[src/hdl/wpm_pkg.sv]
// Package for the wildcard pattern matcher: operation codes, wildcard bytes, defaults.
package wpm_pkg;

  // Kind of input word, carried on the slave-side tuser
  typedef enum logic [1:0] {
    OP_CLEAR  = 2'd0,
    OP_APPEND = 2'd1,
    OP_TEXT   = 2'd2,
    OP_END    = 2'd3
  } op_e;

  localparam int unsigned PATTERN_LEN_DEF = 32;
  localparam int unsigned BYTE_W          = 8;
  localparam int unsigned OUT_TDATA_W     = 8;

  localparam logic [BYTE_W-1:0] CH_ANY = 8'h3F;  // '?'
  localparam logic [BYTE_W-1:0] CH_RUN = 8'h2A;  // '*'

endpackage

[src/hdl/wildcard_pattern_matcher.sv]
// Glob-style whole-string matcher, bit-parallel over all pattern positions.
//
//  channel  | dir | handshake                    | word contents
//  ---------+-----+------------------------------+--------------------------------------
//  s_axis   | in  | s_axis_tvalid/s_axis_tready  | tuser[1:0] operation, tdata[7:0] byte
//  m_axis   | out | m_axis_tvalid/m_axis_tready  | tdata[0] matched, tdata[1] overflow
//
//  One word per cycle unless an end-of-text word stalls: a word is registered at the input, then one pass of
//  logic (star closure as a log-depth prefix, then a parallel step over every
//  position) updates the state and, for end of text, loads the result register.
//  An end-of-text word passes through the input register and then the result register.
//  Reset clears the active set to position zero, the pattern length and overflow.
//  Only end-of-text words wait on m_axis_tready; while a result is held and not
//  taken, one further end-of-text word stalls in the input register.
module wildcard_pattern_matcher #(
  parameter int unsigned PATTERN_LEN = wpm_pkg::PATTERN_LEN_DEF
) (
  input  logic                            clk_i,
  input  logic                            rst_ni,
  input  logic                            s_axis_tvalid,
  output logic                            s_axis_tready,
  input  logic [wpm_pkg::BYTE_W-1:0]      s_axis_tdata,   // [7:0] byte_value
  input  logic [1:0]                      s_axis_tuser,   // [1:0] operation
  output logic                            m_axis_tvalid,
  input  logic                            m_axis_tready,
  output logic [wpm_pkg::OUT_TDATA_W-1:0] m_axis_tdata    // [0] matched, [1] overflow, zeros
);
  import wpm_pkg::*;

  localparam int unsigned N      = PATTERN_LEN;
  localparam int unsigned LEVELS = $clog2(N + 1);

  // ---------------------------------------------------------------- input register
  logic              in_valid_q, in_valid_d;
  op_e               in_op_q;
  logic [BYTE_W-1:0] in_byte_q;
  logic              m_valid_q, m_valid_d;

  logic s_accept, out_free, consume;

  assign out_free      = !m_valid_q || m_axis_tready;
  assign consume       = in_valid_q && ((in_op_q != OP_END) || out_free);
  assign s_axis_tready = !in_valid_q || consume;
  assign s_accept      = s_axis_tvalid && s_axis_tready;

  always_comb begin
    in_valid_d = in_valid_q;
    if (s_accept) begin
      in_valid_d = 1'b1;
    end else if (consume) begin
      in_valid_d = 1'b0;
    end
  end

  // ---------------------------------------------------------------- pattern store
  // used_q is a thermometer: bit p set when entry p holds a pattern byte.
  logic [BYTE_W-1:0] pat_q [N];
  logic [N-1:0]      used_q, used_d;
  logic [N:0]        used_sh;      // bit p: entry p-1 used (bit 0 always)
  logic [N-1:0]      wr_slot;      // first free entry
  logic [N-1:0]      is_star, is_hit;

  assign used_sh = {used_q, 1'b1};
  assign wr_slot = used_sh[N-1:0] & ~used_q;

  always_comb begin
    for (int p = 0; p < N; p++) begin
      is_star[p] = used_q[p] && (pat_q[p] == CH_RUN);
      is_hit[p]  = used_q[p] && (pat_q[p] != CH_RUN) &&
                   ((pat_q[p] == CH_ANY) || (pat_q[p] == in_byte_q));
    end
  end

  // ---------------------------------------------------------------- star closure
  // closed[i] |= closed[i-1] & star[i-1], done as a Kogge-Stone prefix.
  logic [N:0] active_q, active_d;
  logic [N:0] gen_l  [LEVELS+1];
  logic [N:0] prop_l [LEVELS+1];
  logic [N:0] closed;

  always_comb begin
    gen_l[0]  = active_q;
    prop_l[0] = {is_star, 1'b0};
    for (int l = 0; l < LEVELS; l++) begin
      for (int i = 0; i <= N; i++) begin
        if (i >= (1 << l)) begin
          gen_l[l+1][i]  = gen_l[l][i] | (prop_l[l][i] & gen_l[l][i - (1 << l)]);
          prop_l[l+1][i] = prop_l[l][i] & prop_l[l][i - (1 << l)];
        end else begin
          gen_l[l+1][i]  = gen_l[l][i];
          prop_l[l+1][i] = 1'b0;
        end
      end
    end
    closed = gen_l[LEVELS];
  end

  // ---------------------------------------------------------------- text step
  logic [N:0] step_set;
  logic [N:0] end_mask;   // position equal to the pattern length
  logic       hit;

  assign step_set = {1'b0, closed[N-1:0] & is_star} | {closed[N-1:0] & is_hit, 1'b0};
  assign end_mask = used_sh & ~{1'b0, used_q};
  assign hit      = |(closed & end_mask);

  // ---------------------------------------------------------------- state update
  logic overflow_q, overflow_d;
  logic res_matched_q, res_ovf_q;
  logic load_res;

  assign load_res = consume && (in_op_q == OP_END);

  always_comb begin
    used_d     = used_q;
    active_d   = active_q;
    overflow_d = overflow_q;
    if (consume) begin
      unique case (in_op_q)
        OP_CLEAR: begin
          used_d     = '0;
          overflow_d = 1'b0;
          active_d   = (N + 1)'(1);
        end
        OP_APPEND: begin
          if (used_q[N-1]) begin
            overflow_d = 1'b1;   // store full, byte dropped
          end else begin
            used_d = used_q | wr_slot;
          end
          active_d = (N + 1)'(1);
        end
        OP_TEXT: begin
          active_d = step_set;
        end
        OP_END: begin
          active_d = (N + 1)'(1);
        end
        default: begin
          active_d = active_q;
        end
      endcase
    end
  end

  always_comb begin
    m_valid_d = m_valid_q;
    if (load_res) begin
      m_valid_d = 1'b1;
    end else if (m_axis_tready) begin
      m_valid_d = 1'b0;
    end
  end

  always_ff @(posedge clk_i or negedge rst_ni) begin
    if (!rst_ni) begin
      in_valid_q <= 1'b0;
      used_q     <= '0;
      active_q   <= (N + 1)'(1);
      overflow_q <= 1'b0;
      m_valid_q  <= 1'b0;
    end else begin
      in_valid_q <= in_valid_d;
      used_q     <= used_d;
      active_q   <= active_d;
      overflow_q <= overflow_d;
      m_valid_q  <= m_valid_d;
    end
  end

  // payload, no reset
  always_ff @(posedge clk_i) begin
    if (s_accept) begin
      in_op_q   <= op_e'(s_axis_tuser);
      in_byte_q <= s_axis_tdata;
    end
    if (load_res) begin
      res_matched_q <= hit && !overflow_q;
      res_ovf_q     <= overflow_q;
    end
    for (int p = 0; p < N; p++) begin
      if (consume && (in_op_q == OP_APPEND) && wr_slot[p]) begin
        pat_q[p] <= in_byte_q;
      end
    end
  end

  assign m_axis_tvalid = m_valid_q;
  assign m_axis_tdata  = {{(OUT_TDATA_W - 2){1'b0}}, res_ovf_q, res_matched_q};

  // ---------------------------------------------------------------- assertions
  a_used_thermo: assert property (@(posedge clk_i) disable iff (!rst_ni)
    ((used_q >> 1) & ~used_q) == '0)
    else $error("pattern store fill mask has a gap");

  a_ovf_full: assert property (@(posedge clk_i) disable iff (!rst_ni)
    overflow_q |-> used_q[N-1])
    else $error("overflow set with store not full");

  a_active_range: assert property (@(posedge clk_i) disable iff (!rst_ni)
    (active_q & ~used_sh) == '0)
    else $error("active position beyond pattern length");

  a_end_result: assert property (@(posedge clk_i) disable iff (!rst_ni)
    load_res |=> m_valid_q)
    else $error("end of text consumed without a result");

  a_no_drop: assert property (@(posedge clk_i) disable iff (!rst_ni)
    (m_valid_q && !m_axis_tready) |=> (m_valid_q && $stable(m_axis_tdata)))
    else $error("held result lost or changed");

endmodule

[config.mk]
export PLATFORM = sky130hd
export DESIGN_NAME = wildcard_pattern_matcher
export DESIGN_NICKNAME = d
export VERILOG_FILES = /design/src/hdl/wpm_pkg.sv /design/src/hdl/wildcard_pattern_matcher.sv
export SDC_FILE = /design/constraint.sdc
export NUM_CORES = 1
export LEC_CHECK = 0
export BUFFER_PORTS_ARGS = -buffer_cell sky130_fd_sc_hd__buf_4
export CORE_MARGIN = 3
export CORE_UTILIZATION = 35
export DETAILED_ROUTE_END_ITERATION = 16
export GPL_TIMING_DRIVEN = 0
export SYNTH_ARGS = -nofsm -noshare
export SYNTH_HDL_FRONTEND = slang
export SYNTH_SLANG_ARGS = --single-unit
export TNS_END_PERCENT = 50
[constraint.sdc]
create_clock -name clk_i -period 3 [get_ports clk_i]
set_clock_uncertainty 0.15 [all_clocks]
set_input_delay 0 -clock clk_i [delete_from_list [all_inputs] [get_ports clk_i]]
set_output_delay 0 -clock clk_i [all_outputs]
set_load 0.02 [all_outputs]
Word level (Yosys, flattened, before mapping):

Memories as Yosys holds them, arrays and structs flattened.
Index checks and enable logic that the tools add are counted.
W data, S select, Z words.

* register bits: 80
* bits in writable memories: 256
* input port bits: 14
* output and inout port bits: 10
* word-level logic and storage cells: 844
* memories: 1

Memory list
* pat_q: depth 32, width 8, read ports 32, clocked after Yosys merged registers in 0, write ports 16, RTL line wildcard_pattern_matcher.sv:57 `logic [BYTE_W-1:0] pat_q [N];`

* equal/unequal tests: 134
* multiplexer cells: 121
* bitwise operators: 382
* reduce and logical (&&, ||, !) cells: 196

Operator list (count)
* $eq A8 B6 Y1 const B: 64
* $eq A8 B8 Y1: 32
* $ne A8 B6 Y1 const B: 32
* $and A1 B1 Y1: 238
* $or A1 B1 Y1: 135
* $logic_and A1 B1 Y1: 133
* $mux W8: 16
* $reduce_or A8 Y1: 16
* $and A32 B32 Y32: 3
* $mux W1: 85
* $mux W5: 16
* $and A33 B33 Y33: 2
* $pmux W33 S2: 1
* $pmux W32 S2: 1
* $logic_or A1 B1 Y1: 35
* $not A32 Y33: 1
* $or A32 B33 Y33: 1
* $reduce_or A33 Y1: 1
* $mux W32: 1
* $not A32 Y32: 1
* $or A32 B32 Y32: 1
* $ne A2 B2 Y1 const B: 3
* $reduce_and A3 Y1: 2
* $reduce_bool A2 Y1: 3
* other kinds (7): 10

Depth between registers and ports, before layout:

Gate-level depths: netlist (run 1).
An unclocked memory read counts as a cell.

* depth after elaboration: 17
* gate-level depth with buffers: 12
* mapped depth without buffers: 11

Worst setup path after synthesis (run 1):

Ideal clock, no wire load.

* path type: reg-to-reg
* start: mem pat_q[23][2] (netlist: pat_q[1][58])
* end: reg res_matched_q (data pin)
* library setup time: 140 ps
* data arrival time: 2731 ps
* slack: -21 ps
* cell stages (with the launch flop): 12
* buffers on the path: 0
* path through: edfxtp_1 -> or4b_4 -> or4_4 -> or4_4 -> o31ai_1 -> nand2_1 -> o211ai_2 -> nor3_1 -> nand4_1 -> nand4b_1 -> a211oi_1 -> a21oi_2

RTL lines
* start: declaration: RTL line wildcard_pattern_matcher.sv:57
* end signal: assignment: RTL line wildcard_pattern_matcher.sv:178 `res_matched_q <= hit && !overflow_q;`
* end: declaration: RTL line wildcard_pattern_matcher.sv:109 `logic res_matched_q, res_ovf_q;`

==> results.md, run 1 <==
- Maximum clock insertion buffer count: 3
- Area Overhead vs Synth: 22.7%
- H-tree depth: 2
- IO Port Bufs: 17
- Pwr dens: 481 mW/mm2
- Storage element area: between 0.009 and 0.01 mm2
- Peak VDD IR: 0.000445 V
- Detail-routed net length per standard cell: 23.8 um
- # setup viols final: 18
- Total GRT Usage: 21.4%
- Fmax: 291 MHz
- Initial core utilization: 35.8%
- Met3 Use GR: 3.69%
- Worst-path clk slew: 60 ps
- CP endpoint kind: flop
- Drt total wl: 58.1 mm
- Remaining global-route overflow: 0
- Worst slew pin tran: 1150 ps
- Final cell count without fillers: 2440
- Met2 usage in global routing: 34.8%
- Latest clock arrival within the worst-skew pair: 570 ps
- Hold Path End: in_byte_q[1]
- DIE HEIGHT: around 230 um
- R2R depth: 12
- Crit share post-route: 115%
- Core footprint: 0.0495 mm2
- Mapped Avg Cell Area: about 11 um2
- Sw frac: between 20% and 30%
- CTS Buf Count: 38
- Cell count after synthesis: 1594
- Critical path required time: 3130 ps
- Comb pwr share: 7.7%
- Layout net count: 1764
- Via count: about 14000
- Number of flops mapped to enable cells by yosys: 268
- Detailed placement HPWL: 39.7 mm
- Async SR Flop Fraction: 20.2%
- Root Driver: clkbuf_16
- Yosys warns: 0
- Ys flop type: edfxtp_1
- TritonCTS clock tree: done
- Crit Path Category: flop to flop
- Crit-path max FO: 7
- Initial antenna violation count: 1
- Failing checks: negative setup slack
- P_sw: 2.48 mW
- Hold-critical path depth: 2
- Initial drt markers: between 1000 and 1500
- Leak Pwr: about 7.4 nW
- Fraction of layout cells with a size suffix above 1: 18.4%
- Setup TNS: -3770 ps
- Status: finished with violations
- Rows: 81
- Final Hold Viols: 0
- Largest net degree at the start of global routing: 69
- Min-delay src: s_axis_tdata[1]
- ANT nets after route: 0
- Final Core Density: a little over two fifths
- Sequential power share: roughly 50%
- Setup crit start kind: flop
- First-pass GRT wire length: 86.1 mm
- Final Critical Period: 3440 ps
- Placed cell count: 2295
- DRT Pass-1 Iters: 6
- Ranking of synthesized cells by area: edfxtp_1 45%, dfrtp_1 9.5%, xnor2_1 7.5%
- Worst path arrival time: roughly 3600 ps
- Drt via density: 5.73
- Placer Congestion: 0.984
- R2R Path End: res_matched_q
- Die area: approximately 0.053 mm2
- Clock group share of total power: between 40% and 50%
- Via count of the first global-routing pass: roughly 14000
- Worst hold path class: primary input to flop
- Synth top area share: 45.5%
- Int Pwr: 7.97 mW
- Netlist cell types: 90
- Fillers: 4586
- Gr busiest metal: met2
- Place WS: -1700 ps
- Register area share after synthesis: 55.1%
- Clock sinks: 336
- RSZ-0062 raised after global routing: true
- R2r startpoint: pat_q[1][67]
- I/O pin cnt: 24
- GRT met1 Usage: between 20% and 30%
- Cell Area, Synth: roughly 0.018 mm2
- Max-cap violations: 0
- Die width: 231 um
- Multi-input gate area in the final layout: just over 0.008 mm2
- Fin worst setup slack: -438 ps
- Ant. Diodes: 0
- Area leader, netlist: edfxtp_1
- Max transition margin: a little under a quarter
- Flops & latches, synth: roughly 340
- Drt drc: 0
- Worst reg-to-reg setup slack: -440 ps
- Max-slew violations: 0
## cell families after synthesis
group                     count (synthesis)  share of synthesized area, %
and+or+nand+nor                         617                          19.0
DFF                                     336                          55.1
AOI/OAI and AO/OA                       294                          11.2
xor gates and xnor gates                256                          12.7
buffers and inverters                    90                          2.08
other                                     1                        0.0212
## worst max-delay path by stage
| stage | slack (ps) | startpoint | endpoint | cells after the start |
|---|---|---|---|---|
| after floorplan | 6 | pat_q[1][58] | res_matched_q | 10 |
| after global placement | -2520 | in_byte_q[5] | active_q[20] | 10 |
| after detailed placement | -1700 | in_byte_q[4] | active_q[19] | 11 |
| after CTS | -420 | pat_q[1][56] | res_matched_q | 10 |
| after global routing | -500 | pat_q[0][50] | res_matched_q | 11 |
| final | -440 | pat_q[1][67] | res_matched_q | 12 |
## metrics by stage
stage	cell area [um2]	hold WS [ps]	power (mW)
after detailed placement	19100	29.4	6.00
after floorplan	17700	-446	5.63
final	21700	19.2	10.4
after global routing	21700	12.7	10.8
after global placement	18700	28.3	5.93
after CTS	21200	0.623	10.5
## power by group through the flow
stage / clock, mW / combinational (mW) / sequential (mW)
6_report: 4.46 / 0.800 / 5.18
3_5_place_dp: 0 / 0.725 / 5.28
3_3_place_gp: 0 / 0.575 / 5.36
4_1_cts: 4.55 / 0.784 / 5.18
2_1_floorplan: 0 / 0.368 / 5.27
5_1_grt: 4.72 / 0.850 / 5.19
## flip-flops by register name (all words and copies together), names as in the netlist
signal         flops
res_ovf_q          1
res_matched_q      1
pat_q            256
m_axis_tvalid      1
in_byte_q          8
active_q          33
in_valid_q         1
used_q            32
overflow_q         1
in_op_q            2
## worst max-delay path: stages, from the launching register on
cell       delay, ps
edfxtp_1         400
and3_1           240
and3_1           180
clkbuf_1         230
nand2_1          230
nor3_4            90
a221oi_1         350
o21bai_1         160
nor2b_1          190
a2111oi_2        350
nand4b_1         210
a211oi_4         290
a21oi_2          100
## repair_timing
action / CTS / global route
pin swaps: 42 / 40
gates resized for setup: 163 / 100
setup endpoints to repair: 167 / 112
hold buffers: 16 / 0
endpoints found under the hold margin: 90 / 0
setup buffers: 38 / 31
## per-layer routing
metal	vias up	wire [um]
li1	6248	-
met2	628	27000
met3	150	4480
met5	-	0
met1	6957	23500
met4	0	3080
## synthesized netlist by cell type (20+ instances only)
cell type    n
nand4_1     56
o21ai_0     66
edfxtp_1   268
xnor2_1    152
inv_1       26
a21oi_1     82
xor2_1     104
nor2b_1     20
nor4_1      52
clkbuf_1    38
and3_1      31
dfrtp_1     67
nand2_1    120
nand3_1     50
nor2_1     135
nand2b_1    22
nor3_1      33
## placed cells by master (no fill, tap or decap), types with 12 or more instances in the layout
master and instances:
nor2_1 123, edfxtp_1 268, xor2_1 104, buf_4 84, xnor2_1 152, dfrtp_1 65
nor2b_1 18, buf_16 14, nand4_1 56, nand2b_1 22, nand2_1 116, nor2_2 12
clkbuf_1 25, nand3_1 50, dlygate4sd3_1 16, o21ai_0 56, and2_1 12, buf_6 16
inv_1 26, a21oi_1 77, clkbuf_16 39, nor3_1 25, nor4_1 43, and3_1 31
## layout make-up
class / instances / share of cell area, %
Buffer: 62 / 1.94
Clock buffer: 44 / 4.63
Clock inverter: 22 / 0.789
Inverter: 26 / 0.449
Multi-Input combinational cell: 1173 / 37.9
Sequential cell: 336 / 44.9
Tap cell: 664 / 3.83
Timing Repair Buffer: 113 / 5.59
Note: power is estimated with default switching activity, not from simulation.
==> inputs of run 2 (changes only) <==
- CTS_BUF_LIST: default -> sky130_fd_sc_hd__clkbuf_4 sky130_fd_sc_hd__clkbuf_8
==> results.md, run 2 (synthesis gave the netlist of run 1 again) <==
- Layout net count: 1783
- ANT nets after route: 0
- Worst path arrival time: 3810 ps
- Core footprint: 0.0495 mm2
- Remaining global-route overflow: 0
- Area after DPL: ~0.019 mm2
- H-tree depth: 2
- First-pass GRT wire length: 86.4 mm
- Initial drt markers: 1320
- Via count of the first global-routing pass: 14000
- Leak Pwr: approximately 7.5 nW
- Drt drc: 0
- Clock sinks: between 300 and 400
- Status: finished with violations
- Crit path to: res_matched_q
- Peak VDD IR: 0.000371 V
- R2R Path End: res_matched_q
- Crit-path max FO: 5
- R2R depth: 11
- Die width: 231 um
- Root Driver: clkbuf_8
- Total GRT Usage: 21.5%
- Die area: 0.0533 mm2
- Placer Congestion: 0.984
- Detail-routed net length per standard cell: 23.5 um
- Area Overhead vs Synth: 23.5%
- Fin worst setup slack: -478 ps
- Worst slew pin tran: between 1000 and 1500 ps
- Crit share post-route: 116%
- Max reg flops: between 200 and 300
- Most frequent cells in the layout: 268 x edfxtp_1, 152 x xnor2_1, 119 x nor2_1
- Rows: between 80 and 90
- Initial antenna violation count: 1
- Tot Pwr: 10.4 mW
- Register with the most flip-flops: pat_q
- CP endpoint kind: flop
- CTS Buf Count: 56
- Largest net degree at the start of global routing: 69
- DIE HEIGHT: 231 um
- Setup crit start kind: flop
- TritonCTS clock tree: done
- Critical path required time: roughly 3300 ps
- Max transition margin: about a fifth
- Final Core Density: about 44%
- Pwr dens: 477 mW/mm2
- Crit path from: pat_q[1][74]
- Drt via density: about 5.7
- Initial core utilization: 35.8%
- Final Critical Period: 3480 ps
- DRT Pass-1 Iters: 6
- Post-route design area: approximately 0.022 mm2
- Fraction of layout cells with a size suffix above 1: 20.3%
- R2r startpoint: pat_q[1][74]
- IO Port Bufs: 17
- Fmax: 288 MHz
- RSZ-0062 raised after global routing: true
- Failing checks: negative setup slack
- Maximum clock insertion buffer count: 3
- Worst reg-to-reg setup slack: -480 ps
- Worst hold path class: primary input to flop
- Latest clock arrival within the worst-skew pair: 650 ps
- I/O pin cnt: 24
- Worst-path clk slew: 60 ps
- Crit Path Category: flop to flop
- Via count: around 14000
- Max-slew violations: 0
- Placed cell count: about 2300
- Max-cap violations: 0
- Top flop regs: pat_q (256), active_q (33), used_q (32)
- # setup viols final: 17
- Detailed placement HPWL: 39.7 mm
- Final Hold Viols: 0
- Final cell count without fillers: 2482
- Drt total wl: 58.3 mm
- Place WS: -1700 ps
- Most common cell after layout, fill and taps aside: edfxtp_1
[run 2: cell count changes in the layout (fill, tap and decap cells not counted), moves of 5 or more]
cell,change
clkinv_2,+5
clkbuf_8,+64
clkbuf_1,-6
clkbuf_16,-39
dlygate4sd3_1,+10
clkbuf_4,+17
[run 2: area by class of cell]
type,instances,area [um2]
Antenna cell,1,2.50
Buffer,61,443
Clock buffer,78,992
Clock inverter,28,243
Fill cell,4586,27600
Inverter,26,97.6
Multi-Input combinational cell,1173,8260
Sequential cell,336,9750
Tap cell,664,831
Timing Repair Buffer,115,1240
[run 2: how the worst min path moves through the flow]
stage | start | endpoint | slack, ps | cells past startpoint
floorplan | rst_ni | active_q[10] | -450 | 0
global placement | s_axis_tuser[0] | in_op_q[0] | 30 | 1
detailed placement | s_axis_tdata[7] | in_byte_q[7] | 30 | 1
CTS | m_axis_tready | m_axis_tvalid | 60 | 4
global route | m_axis_tready | m_axis_tvalid | 130 | 4
finish | m_axis_tready | m_axis_tvalid | 110 | 4
[run 2: report_power, final]
group,switching [mW],internal [mW],total [mW]
logic,0.508,0.314,0.821
registers,0.0806,5.10,5.18
clock network,1.92,2.50,4.42
total,2.51,7.92,10.4
[run 2: what timing repair did]
| item | CTS | global route |
|---|---|---|
| hold endpoints to repair | 90 | 0 |
| pin swaps | 22 | 46 |
| buffers inserted | 31 | 29 |
| hold buffers | 26 | 0 |
| endpoints found under the setup margin | 167 | 74 |
| resized for setup | 168 | 106 |
[run 2: routing by layer]
layer | track usage [%] | wire length [um] | vias up
li1 | - | - | 6319
met2 | 34.9 | 27100 | 675
met3 | 3.29 | 4210 | 180
met5 | 0 | 0 | -
met4 | 10.9 | 3040 | 0
met1 | 27.9 | 23900 | 7027
[run 2: through the flow]
step / hold WS, ps / TNS [ps]
finish: 112 / -3250
global route: 126 / -5180
CTS: 61.3 / -3280
detailed placement: 29.4 / -65960
global placement: 28.3 / -78080
floorplan: -446 / 0
[run 2: worst max-delay path, stage by stage, from the launching register on]
cell and delay [ps]:
edfxtp_1 440, nor4_2 460, nand4b_1 350, buf_4 270, o31ai_1 670, a22oi_1 260, o2111ai_1 140, nor3_1 80
nand4_1 80, nand4b_1 160, a211oi_4 80, a21oi_2 150
